$ cat src/rtl/wbha_pkg.sv
`default_nettype none
package wbha_pkg;

	localparam int WARP_W        = 6;
	localparam int REG_W         = 16;
	localparam int LANE_W        = 7;
	localparam int NEED_W        = REG_W + 2;
	localparam int ADDR_W        = 3;
	localparam int DATA_W        = 32;
	localparam int IN_DATA_W     = 48;
	localparam int OUT_DATA_W    = 24;
	localparam int DEF_MAX_PARTS = 8;

	localparam logic [WARP_W-1:0] MAIN_WARPS_RST = WARP_W'(4);
	localparam logic [LANE_W-1:0] LANE_COUNT_RST = LANE_W'(32);
	localparam logic [REG_W-1:0]  EST_FLOOR      = REG_W'(40);
	localparam logic [REG_W-1:0]  EST_DEFAULT    = REG_W'(24);
	localparam longint            POOL_REGS      = 64'd65536;

	localparam logic [0:0] REG_MAIN_WARPS = 1'b0;
	localparam logic [0:0] REG_LANE_COUNT = 1'b1;

	typedef struct packed {
		logic [WARP_W-1:0] main_warps;
		logic [LANE_W-1:0] lane_count;
	} cfg_t;

	typedef struct packed {
		logic [WARP_W-1:0] orig;
		logic [WARP_W-1:0] cur;
		logic [WARP_W-1:0] floor_w;
		logic [REG_W-1:0]  peak;
		logic [REG_W-1:0]  sum;
		logic              mat;
	} entry_t;

	typedef enum logic [2:0] {
		ST_LOAD,
		ST_SCAN,
		ST_MUL_D,
		ST_MUL_N,
		ST_CMP,
		ST_EMIT
	} state_t;

endpackage
`default_nettype wire

$ cat src/rtl/warp_budget_halving_allocator.sv
`default_nettype none
// Warp budget allocator for up to MAX_PARTS worker partitions.
// s_* carries one record per partition; s_tlast marks the final record of a
// batch. Records load at one per cycle while s_tready is high. The final
// record starts the halving search: each partition is tested in ST_SCAN,
// and one above its floor whose halving leaves a nonzero warp total goes
// through the shared multiplier (lane product, need product, compare) in
// ST_MUL_D, ST_MUL_N and ST_CMP. Every halving restarts the scan at the
// first partition. s_tready stays low during search and emit.
// m_* then gives one result per stored partition in load order, one per
// cycle while m_tready is high; m_tlast marks the final one. A result sits
// in an output register, so a stalled receiver only holds the emit, and the
// next batch loads while the final result still waits.
// The APB port sets main_warps (0x0) and lane_count (0x4); write only while
// idle. Records beyond MAX_PARTS are dropped.
// Reset returns both registers to 4 and 32, empties the batch and clears
// m_tvalid; stored partition data is not cleared.
module warp_budget_halving_allocator #(
	parameter int MAX_PARTS = wbha_pkg::DEF_MAX_PARTS
) (
	input  wire logic                               clk,
	input  wire logic                               arst_n,
	input  wire logic                               s_tvalid,
	output logic                                    s_tready,
	// warp_count[5:0], min_warps[11:6], peak_regs[27:12], total_regs[43:28],
	// has_matrix_op[44], zero fill
	input  wire logic [wbha_pkg::IN_DATA_W-1:0]     s_tdata,
	input  wire logic                               s_tlast,
	output logic                                    m_tvalid,
	input  wire logic                               m_tready,
	// new_warps[5:0], reg_estimate[21:6], needs_relayout[22], zero fill
	output logic      [wbha_pkg::OUT_DATA_W-1:0]    m_tdata,
	output logic                                    m_tlast,
	input  wire logic                               psel,
	input  wire logic                               penable,
	input  wire logic                               pwrite,
	input  wire logic [wbha_pkg::ADDR_W-1:0]        paddr,
	input  wire logic [wbha_pkg::DATA_W-1:0]        pwdata,
	output logic      [wbha_pkg::DATA_W-1:0]        prdata,
	output logic                                    pready
);
	import wbha_pkg::*;

	localparam int IW     = (MAX_PARTS > 1) ? $clog2(MAX_PARTS) : 1;
	localparam int CW     = $clog2(MAX_PARTS + 1);
	localparam int SUM_W  = $clog2(63 * MAX_PARTS + 1);
	localparam int TOT_W  = $clog2(63 * (MAX_PARTS + 1) + 1);
	localparam int DW     = LANE_W + TOT_W;
	localparam int PROD_W = NEED_W + DW;

	cfg_t   cfg;
	state_t state_q, state_nxt;
	entry_t wr_entry, rd;

	logic [CW-1:0]     cnt_q, cnt_nxt;
	logic [SUM_W-1:0]  sum_q, sum_nxt;
	logic [TOT_W-1:0]  total_q, nt;
	logic [IW-1:0]     idx_q, last_idx_q;
	logic [NEED_W-1:0] need_q, need;
	logic [WARP_W-1:0] half_q, half;
	logic [TOT_W-1:0]  nt_q;
	logic [LANE_W-1:0] lanes;
	logic [NEED_W-1:0] mul_a;
	logic [DW-1:0]     mul_b;
	logic [PROD_W-1:0] prod;

	logic accept, do_store, candidate, hit, at_last, out_load;
	logic mul_en, cur_we;

	logic [WARP_W-1:0] out_warps_q;
	logic [REG_W-1:0]  out_est_q, est;
	logic              out_relay_q, out_last_q, m_tvalid_q, relay;

	wbha_regs u_regs (
		.clk     (clk),
		.arst_n  (arst_n),
		.psel    (psel),
		.penable (penable),
		.pwrite  (pwrite),
		.paddr   (paddr),
		.pwdata  (pwdata),
		.prdata  (prdata),
		.pready  (pready),
		.cfg     (cfg)
	);

	assign accept   = s_tvalid && s_tready;
	assign do_store = accept && (cnt_q < CW'(MAX_PARTS));
	assign cnt_nxt  = do_store ? cnt_q + CW'(1) : cnt_q;
	assign sum_nxt  = do_store ? sum_q + SUM_W'(s_tdata[5:0]) : sum_q;

	always_comb begin
		wr_entry.orig    = s_tdata[5:0];
		wr_entry.cur     = s_tdata[5:0];
		wr_entry.floor_w = (s_tdata[11:6] == '0) ? WARP_W'(1) : s_tdata[11:6];
		wr_entry.peak    = s_tdata[27:12];
		wr_entry.sum     = s_tdata[43:28];
		wr_entry.mat     = s_tdata[44];
	end

	wbha_store #(
		.MAX_PARTS (MAX_PARTS),
		.IW        (IW)
	) u_store (
		.clk       (clk),
		.we        (do_store),
		.waddr     (cnt_q[IW-1:0]),
		.wdata     (wr_entry),
		.cur_we    (cur_we),
		.cur_wdata (half_q),
		.raddr     (idx_q),
		.rdata     (rd)
	);

	assign lanes     = (cfg.lane_count == '0) ? LANE_W'(1) : cfg.lane_count;
	assign half      = rd.cur >> 1;
	assign need      = (NEED_W'(rd.peak) << 1) +
		((rd.cur == WARP_W'(3)) ? NEED_W'(rd.peak) : '0);
	assign nt        = total_q - TOT_W'(half);
	assign candidate = (rd.cur > rd.floor_w) && (nt != '0);
	assign hit       = (64'(prod) <= POOL_REGS);
	assign at_last   = (idx_q == last_idx_q);
	assign out_load  = !m_tvalid_q || m_tready;

	assign mul_a = (state_q == ST_MUL_D) ? NEED_W'(lanes) : need_q;
	assign mul_b = (state_q == ST_MUL_D) ? DW'(nt_q) : prod[DW-1:0];

	wbha_mul #(
		.A_W (NEED_W),
		.B_W (DW)
	) u_mul (
		.clk  (clk),
		.en   (mul_en),
		.a    (mul_a),
		.b    (mul_b),
		.prod (prod)
	);

	always_comb begin
		state_nxt = state_q;
		unique case (state_q)
			ST_LOAD:  if (accept && s_tlast) state_nxt = ST_SCAN;
			ST_SCAN: begin
				if (candidate)    state_nxt = ST_MUL_D;
				else if (at_last) state_nxt = ST_EMIT;
			end
			ST_MUL_D: state_nxt = ST_MUL_N;
			ST_MUL_N: state_nxt = ST_CMP;
			ST_CMP: begin
				if (hit)          state_nxt = ST_SCAN;
				else if (at_last) state_nxt = ST_EMIT;
				else              state_nxt = ST_SCAN;
			end
			ST_EMIT:  if (out_load && at_last) state_nxt = ST_LOAD;
			default:  state_nxt = ST_LOAD;
		endcase
	end

	always_comb begin
		s_tready = (state_q == ST_LOAD);
		mul_en   = (state_q == ST_MUL_D) || (state_q == ST_MUL_N);
		cur_we   = (state_q == ST_CMP) && hit;
	end

	always_comb begin
		if (rd.sum != '0) begin
			est = (rd.sum > EST_FLOOR) ? rd.sum : EST_FLOOR;
		end else if (rd.mat) begin
			est = EST_FLOOR;
		end else begin
			est = EST_DEFAULT;
		end
		relay = (rd.cur != rd.orig) && ((rd.peak != '0) || rd.mat);
	end

	always_ff @(posedge clk or negedge arst_n) begin
		if (!arst_n) begin
			state_q    <= ST_LOAD;
			cnt_q      <= '0;
			sum_q      <= '0;
			idx_q      <= '0;
			last_idx_q <= '0;
			total_q    <= '0;
			m_tvalid_q <= 1'b0;
		end else begin
			state_q <= state_nxt;
			unique case (state_q)
				ST_LOAD: begin
					if (accept) begin
						cnt_q <= cnt_nxt;
						sum_q <= sum_nxt;
						if (s_tlast) begin
							last_idx_q <= IW'(cnt_nxt - CW'(1));
							total_q    <= TOT_W'(cfg.main_warps) + TOT_W'(sum_nxt);
							idx_q      <= '0;
						end
					end
				end
				ST_SCAN: begin
					if (!candidate) idx_q <= at_last ? '0 : idx_q + IW'(1);
				end
				ST_CMP: begin
					if (hit) begin
						total_q <= total_q - TOT_W'(half_q);
						idx_q   <= '0;
					end else begin
						idx_q <= at_last ? '0 : idx_q + IW'(1);
					end
				end
				ST_EMIT: begin
					if (out_load) begin
						if (at_last) begin
							idx_q <= '0;
							cnt_q <= '0;
							sum_q <= '0;
						end else begin
							idx_q <= idx_q + IW'(1);
						end
					end
				end
				default: ;
			endcase
			if ((state_q == ST_EMIT) && out_load) begin
				m_tvalid_q <= 1'b1;
			end else if (m_tready) begin
				m_tvalid_q <= 1'b0;
			end
		end
	end

	always_ff @(posedge clk) begin
		if (state_q == ST_SCAN) begin
			need_q <= need;
			half_q <= half;
			nt_q   <= nt;
		end
		if ((state_q == ST_EMIT) && out_load) begin
			out_warps_q <= rd.cur;
			out_est_q   <= est;
			out_relay_q <= relay;
			out_last_q  <= at_last;
		end
	end

	assign m_tvalid = m_tvalid_q;
	assign m_tdata  = {1'b0, out_relay_q, out_est_q, out_warps_q};
	assign m_tlast  = out_last_q;

	a_halve_above_floor: assert property (@(posedge clk) disable iff (!arst_n)
		cur_we |-> (rd.cur > rd.floor_w) && (half_q == (rd.cur >> 1)))
		else $error("halving a partition at or below its floor");

	a_search_total: assert property (@(posedge clk) disable iff (!arst_n)
		(state_q == ST_CMP && hit) |-> (total_q > TOT_W'(half_q)))
		else $error("warp total would reach zero");

	a_batch_cleared: assert property (@(posedge clk) disable iff (!arst_n)
		(state_q == ST_EMIT && state_nxt == ST_LOAD) |=> (cnt_q == '0) && m_tvalid)
		else $error("batch not cleared after final result");

	a_no_emit_while_loading: assert property (@(posedge clk) disable iff (!arst_n)
		(state_q == ST_LOAD && !$past(state_q == ST_EMIT)) && m_tvalid && m_tready
			|=> !m_tvalid)
		else $error("result emitted outside the emit phase");

endmodule
`default_nettype wire

$ cat src/rtl/wbha_regs.sv
`default_nettype none
module wbha_regs (
	input  wire logic                          clk,
	input  wire logic                          arst_n,
	input  wire logic                          psel,
	input  wire logic                          penable,
	input  wire logic                          pwrite,
	input  wire logic [wbha_pkg::ADDR_W-1:0]   paddr,
	input  wire logic [wbha_pkg::DATA_W-1:0]   pwdata,
	output logic      [wbha_pkg::DATA_W-1:0]   prdata,
	output logic                               pready,
	output wbha_pkg::cfg_t                     cfg
);
	import wbha_pkg::*;

	logic [WARP_W-1:0] main_warps_q;
	logic [LANE_W-1:0] lane_count_q;
	logic              wr_en;

	assign pready = 1'b1;
	assign wr_en  = psel && penable && pwrite && pready;

	always_ff @(posedge clk or negedge arst_n) begin
		if (!arst_n) begin
			main_warps_q <= MAIN_WARPS_RST;
			lane_count_q <= LANE_COUNT_RST;
		end else if (wr_en) begin
			unique case (paddr[ADDR_W-1])
				REG_MAIN_WARPS: main_warps_q <= pwdata[WARP_W-1:0];
				REG_LANE_COUNT: lane_count_q <= pwdata[LANE_W-1:0];
			endcase
		end
	end

	always_comb begin
		unique case (paddr[ADDR_W-1])
			REG_MAIN_WARPS: prdata = DATA_W'(main_warps_q);
			REG_LANE_COUNT: prdata = DATA_W'(lane_count_q);
		endcase
	end

	assign cfg.main_warps = main_warps_q;
	assign cfg.lane_count = lane_count_q;

endmodule
`default_nettype wire

$ cat src/rtl/wbha_store.sv
`default_nettype none
module wbha_store #(
	parameter int MAX_PARTS = wbha_pkg::DEF_MAX_PARTS,
	parameter int IW        = (MAX_PARTS > 1) ? $clog2(MAX_PARTS) : 1
) (
	input  wire logic                           clk,
	input  wire logic                           we,
	input  wire logic [IW-1:0]                  waddr,
	input  wire wbha_pkg::entry_t               wdata,
	input  wire logic                           cur_we,
	input  wire logic [wbha_pkg::WARP_W-1:0]    cur_wdata,
	input  wire logic [IW-1:0]                  raddr,
	output wbha_pkg::entry_t                    rdata
);
	import wbha_pkg::*;

	entry_t mem_q [MAX_PARTS];

	always_ff @(posedge clk) begin
		if (we) begin
			mem_q[waddr] <= wdata;
		end else if (cur_we) begin
			mem_q[raddr].cur <= cur_wdata;
		end
	end

	assign rdata = mem_q[raddr];

endmodule
`default_nettype wire

$ cat src/rtl/wbha_mul.sv
`default_nettype none
module wbha_mul #(
	parameter int A_W = wbha_pkg::NEED_W,
	parameter int B_W = 18
) (
	input  wire logic                 clk,
	input  wire logic                 en,
	input  wire logic [A_W-1:0]       a,
	input  wire logic [B_W-1:0]       b,
	output logic      [A_W+B_W-1:0]   prod
);
	logic [A_W+B_W-1:0] prod_q;

	always_ff @(posedge clk) begin
		if (en) begin
			prod_q <= (A_W+B_W)'(a) * (A_W+B_W)'(b);
		end
	end

	assign prod = prod_q;

endmodule
`default_nettype wire

$ cat config.mk
export PLATFORM = sky130hd
export DESIGN_NAME = warp_budget_halving_allocator
export DESIGN_NICKNAME = d
export VERILOG_FILES = /design/src/rtl/wbha_pkg.sv /design/src/rtl/warp_budget_halving_allocator.sv /design/src/rtl/wbha_regs.sv /design/src/rtl/wbha_store.sv /design/src/rtl/wbha_mul.sv
export SDC_FILE = /design/constraint.sdc
export NUM_CORES = 1
export LEC_CHECK = 0
export ABC_AREA = 1
export CAP_MARGIN = 5
export CORE_MARGIN = 5
export CORE_UTILIZATION = 25
export DETAILED_ROUTE_END_ITERATION = 12
export DONT_BUFFER_PORTS = 1
export MAX_ROUTING_LAYER = met4
export PLACE_DENSITY_LB_ADDON = 0.3
export SLEW_MARGIN = 20
export SYNTH_ARGS = -nofsm -noshare
export SYNTH_HDL_FRONTEND = slang
export SYNTH_SLANG_ARGS = --single-unit
$ cat constraint.sdc
create_clock -name clk -period 19.6 [get_ports clk]
set_input_delay 4.9 -clock clk [delete_from_list [all_inputs] [get_ports clk]]
set_output_delay 4.9 -clock clk [all_outputs]
set_load 0.005 [all_outputs]
==> reports/results.tsv <==
metric	value	unit
Port Buf Inserts	0	
worst path arrival time	5.26	ns
n_diodes	0	
die width	381	µm
post-synthesis cell area	34400	µm²
layout cells sized above 1	5.34	%
clock root buffer	clkbuf_16	
reg-to-reg setup timing slack	11.22	ns
critical path peak fanout	8	
Hold Path Cell Cnt	2	
CP Capture Type	output port	
most instantiated cells after synthesis	nand2_1 (582), inv_1 (564), edfxtp_1 (500)	
global placement routability congestion	0.949	
Yosys cell types	59	
Avg Cell Area, Syn	9.99	µm²
minimum clock period	10.16	ns
Worst setup SP type	input pin	
Max Cap Viol	0	
worst r2r dst	u_mul.prod[31]$_DFFE_PP_	
R2R depth	27	
skew final	0.0372	ns
nets@finish	3904	
Mapped Cells	3443	
Synth Area in Compound Gates	9.11	%
row count	136	
placed wire-length estimate	66100	µm
Synth top area share	43.6	%
Synth Area in Simple Gates	13.4	%
most common cell in the netlist	nand2_1	
CTS tree	built	
wire length of the first global-routing pass	148000	µm
Die ar.	145000	µm²
Yosys Warn Count	0	
core area	137000	µm²
vias in the first global route	23800	
Highest Clock Rate	0.0984	GHz
largest family of logic cells by synthesized area	adder cells	
hold-fix buffers at CTS	0	
Num Clock Sinks	546	
WL/cell	18.3	µm
synthesis-to-finish area growth	11.0	%
Hold WS	0.487	ns
Post-synth EDFFs	500	
crit path kind	in2out	
Yosys top cell by area	edfxtp_1	
Slew headroom	25.7	%
largest net degree at the start of global routing	172	
fillcell total	14600	
Pre-Repair DR Iteration Count	6	
Synth Area in Adders	19.8	%
grt total ovfl	0	
synthesized flop and latch total	546	
Setup Viol. Count Final	0	
Least-Margin Pin Slew	1.11	ns
RSZ-0062 raised after global routing	no	
IO Count	151	
CTS-repair resized insts	0	
routed via count	23400	
Hold Violations, Final	0	
antenna violations before repair	3	
Post-route DRC	0	
placed instance area	36200	µm²
Die Span Y	381	µm
status	complete, no violations	
Via-to-Cell Ratio	4.45	
pins over their slew limit	0	
Worst Hold Class	reg2reg	
Starting Density	25.1	%
Antenna Violating Nets Remaining	0	
Reg2Reg Launch Point	state_q[2]$_DFFE_PN0P_	
Fin Setup TNS	0	ns
maximum clock path buffer count	3	
final wirelength	96100	µm
Final Cell Area	38200	µm²
sequential-to-total area share from yosys stat	47.0	%
most used flip-flop cell after synthesis	edfxtp_1	
CTS Buf Count	61	
Setup Buffers After CTS	0	
Clock Latency Late Sink	0.64	ns
total track usage	13.5	%
critical path required time	14.70	ns
XOR/XNOR share of the synthesized area	1.68	%
top cells by area, synth	edfxtp_1 (44%), fa_1 (14%), nand2_1 (6.3%)	
share of flip-flops with an asynchronous set or reset	8.42	%
DR iter-0 viols	1677	
Final period util	51.8	%
Worst-path clk slew	0.06	ns
Worst Hold Path EP	u_regs.lane_count_q[1]$_DFFE_PN0P_	
H-tree Lvls	2	
HP Start	u_regs.lane_count_q[1]$_DFFE_PN0P_	
mux share of post-synthesis cell area	0.153	%
==> cell families (layout without fill, tap and decap cells) <==
family,after synthesis,in the layout
AOI/OAI and AO/OA,556,556
xor gates and xnor gates,66,66
other,2,27
and+or+nand+nor,1147,1147
adders and majority gates,399,399
buffers and inverters,722,716
DFF,546,546
muxes,5,5
==> how the worst max path moves through the flow <==
| stage | from | end | slack [ns] | cells past startpoint |
|---|---|---|---|---|
| 2_1_floorplan | paddr[2] | prdata[1] | 9.24 | 3 |
| 3_3_place_gp | paddr[2] | prdata[1] | 9.42 | 2 |
| 3_5_place_dp | paddr[2] | prdata[1] | 9.43 | 2 |
| 4_1_cts | paddr[2] | prdata[1] | 9.43 | 2 |
| 5_1_grt | paddr[2] | prdata[1] | 9.38 | 3 |
| 6_report | paddr[2] | prdata[1] | 9.44 | 3 |
==> layer usage <==
metal  vias to the layer above  part of all wire, %  GRT usage (%)
met2                       575                   47           22.0
met1                     11500                   46           18.1
met5                         -                    0              -
met3                       133                  5.3           1.80
met4                         0                  2.2           2.88
li1                      11100                    -              -
==> critical path, cell delays in order <==
cell and delay, ns:
inv_1 0.16, nand2_1 0.08, o21ai_0 0.12
==> flip-flops by register name, summed over array words and instances, names as in the netlist, 7 cells and up <==
signal / cells
nt_q: 10
u_regs.lane_count_q: 7
need_q: 18
out_est_q: 16
total_q: 10
sum_q: 9
u_store.mem_q: 408
u_mul.prod: 35
==> per-stage QoR <==
step | util (%) | std cells | setup slack, ns
final | 27.8 | 5256 | 9.44
after global routing | 27.8 | 5256 | 9.38
after CTS | 27.8 | 5256 | 9.43
after detailed placement | 26.4 | 5145 | 9.43
after global placement | 26.4 | 5145 | 9.42
after floorplan | - | 3468 | 9.24
==> area by class of cell <==
type                            instances  area [µm²]  area share (%)
Clock inverter                         38         404            1.06
Inverter                              583        2190            5.74
Clock buffer                           73        1590            4.17
Multi-Input combinational cell       2200       15400            40.3
Tap cell                             1794        2240            5.88
Timing Repair Buffer                   22         178           0.465
Sequential cell                       546       16200            42.4
==> placed cells by master (no fill, tap or decap), types with 6 or more instances in the layout <==
cell type and n:
a21o_1 6, a21oi_1 97, a31oi_1 9, buf_4 21
bufinv_16 7, clkbuf_1 11, clkbuf_16 62, clkinv_1 19
clkinv_2 13, conb_1 27, dfrtp_1 41, edfxtp_1 500
fa_1 244, ha_1 155, inv_1 563, inv_2 11
nand2_1 582, nand3_1 62, nand4_1 12, nor2_1 424
nor2_2 11, nor2_4 12, nor3_1 12, o211ai_1 12
o21a_1 6, o21ai_0 235, o21ai_1 62, o21ai_2 11
o21bai_1 8, o221ai_1 14, o22ai_1 77, or2_2 7
xnor2_1 31, xor2_1 35
Power is left out: the tool's default activity adds up to more than one toggle a clock period on the data nets, which glitch-free logic cannot reach.
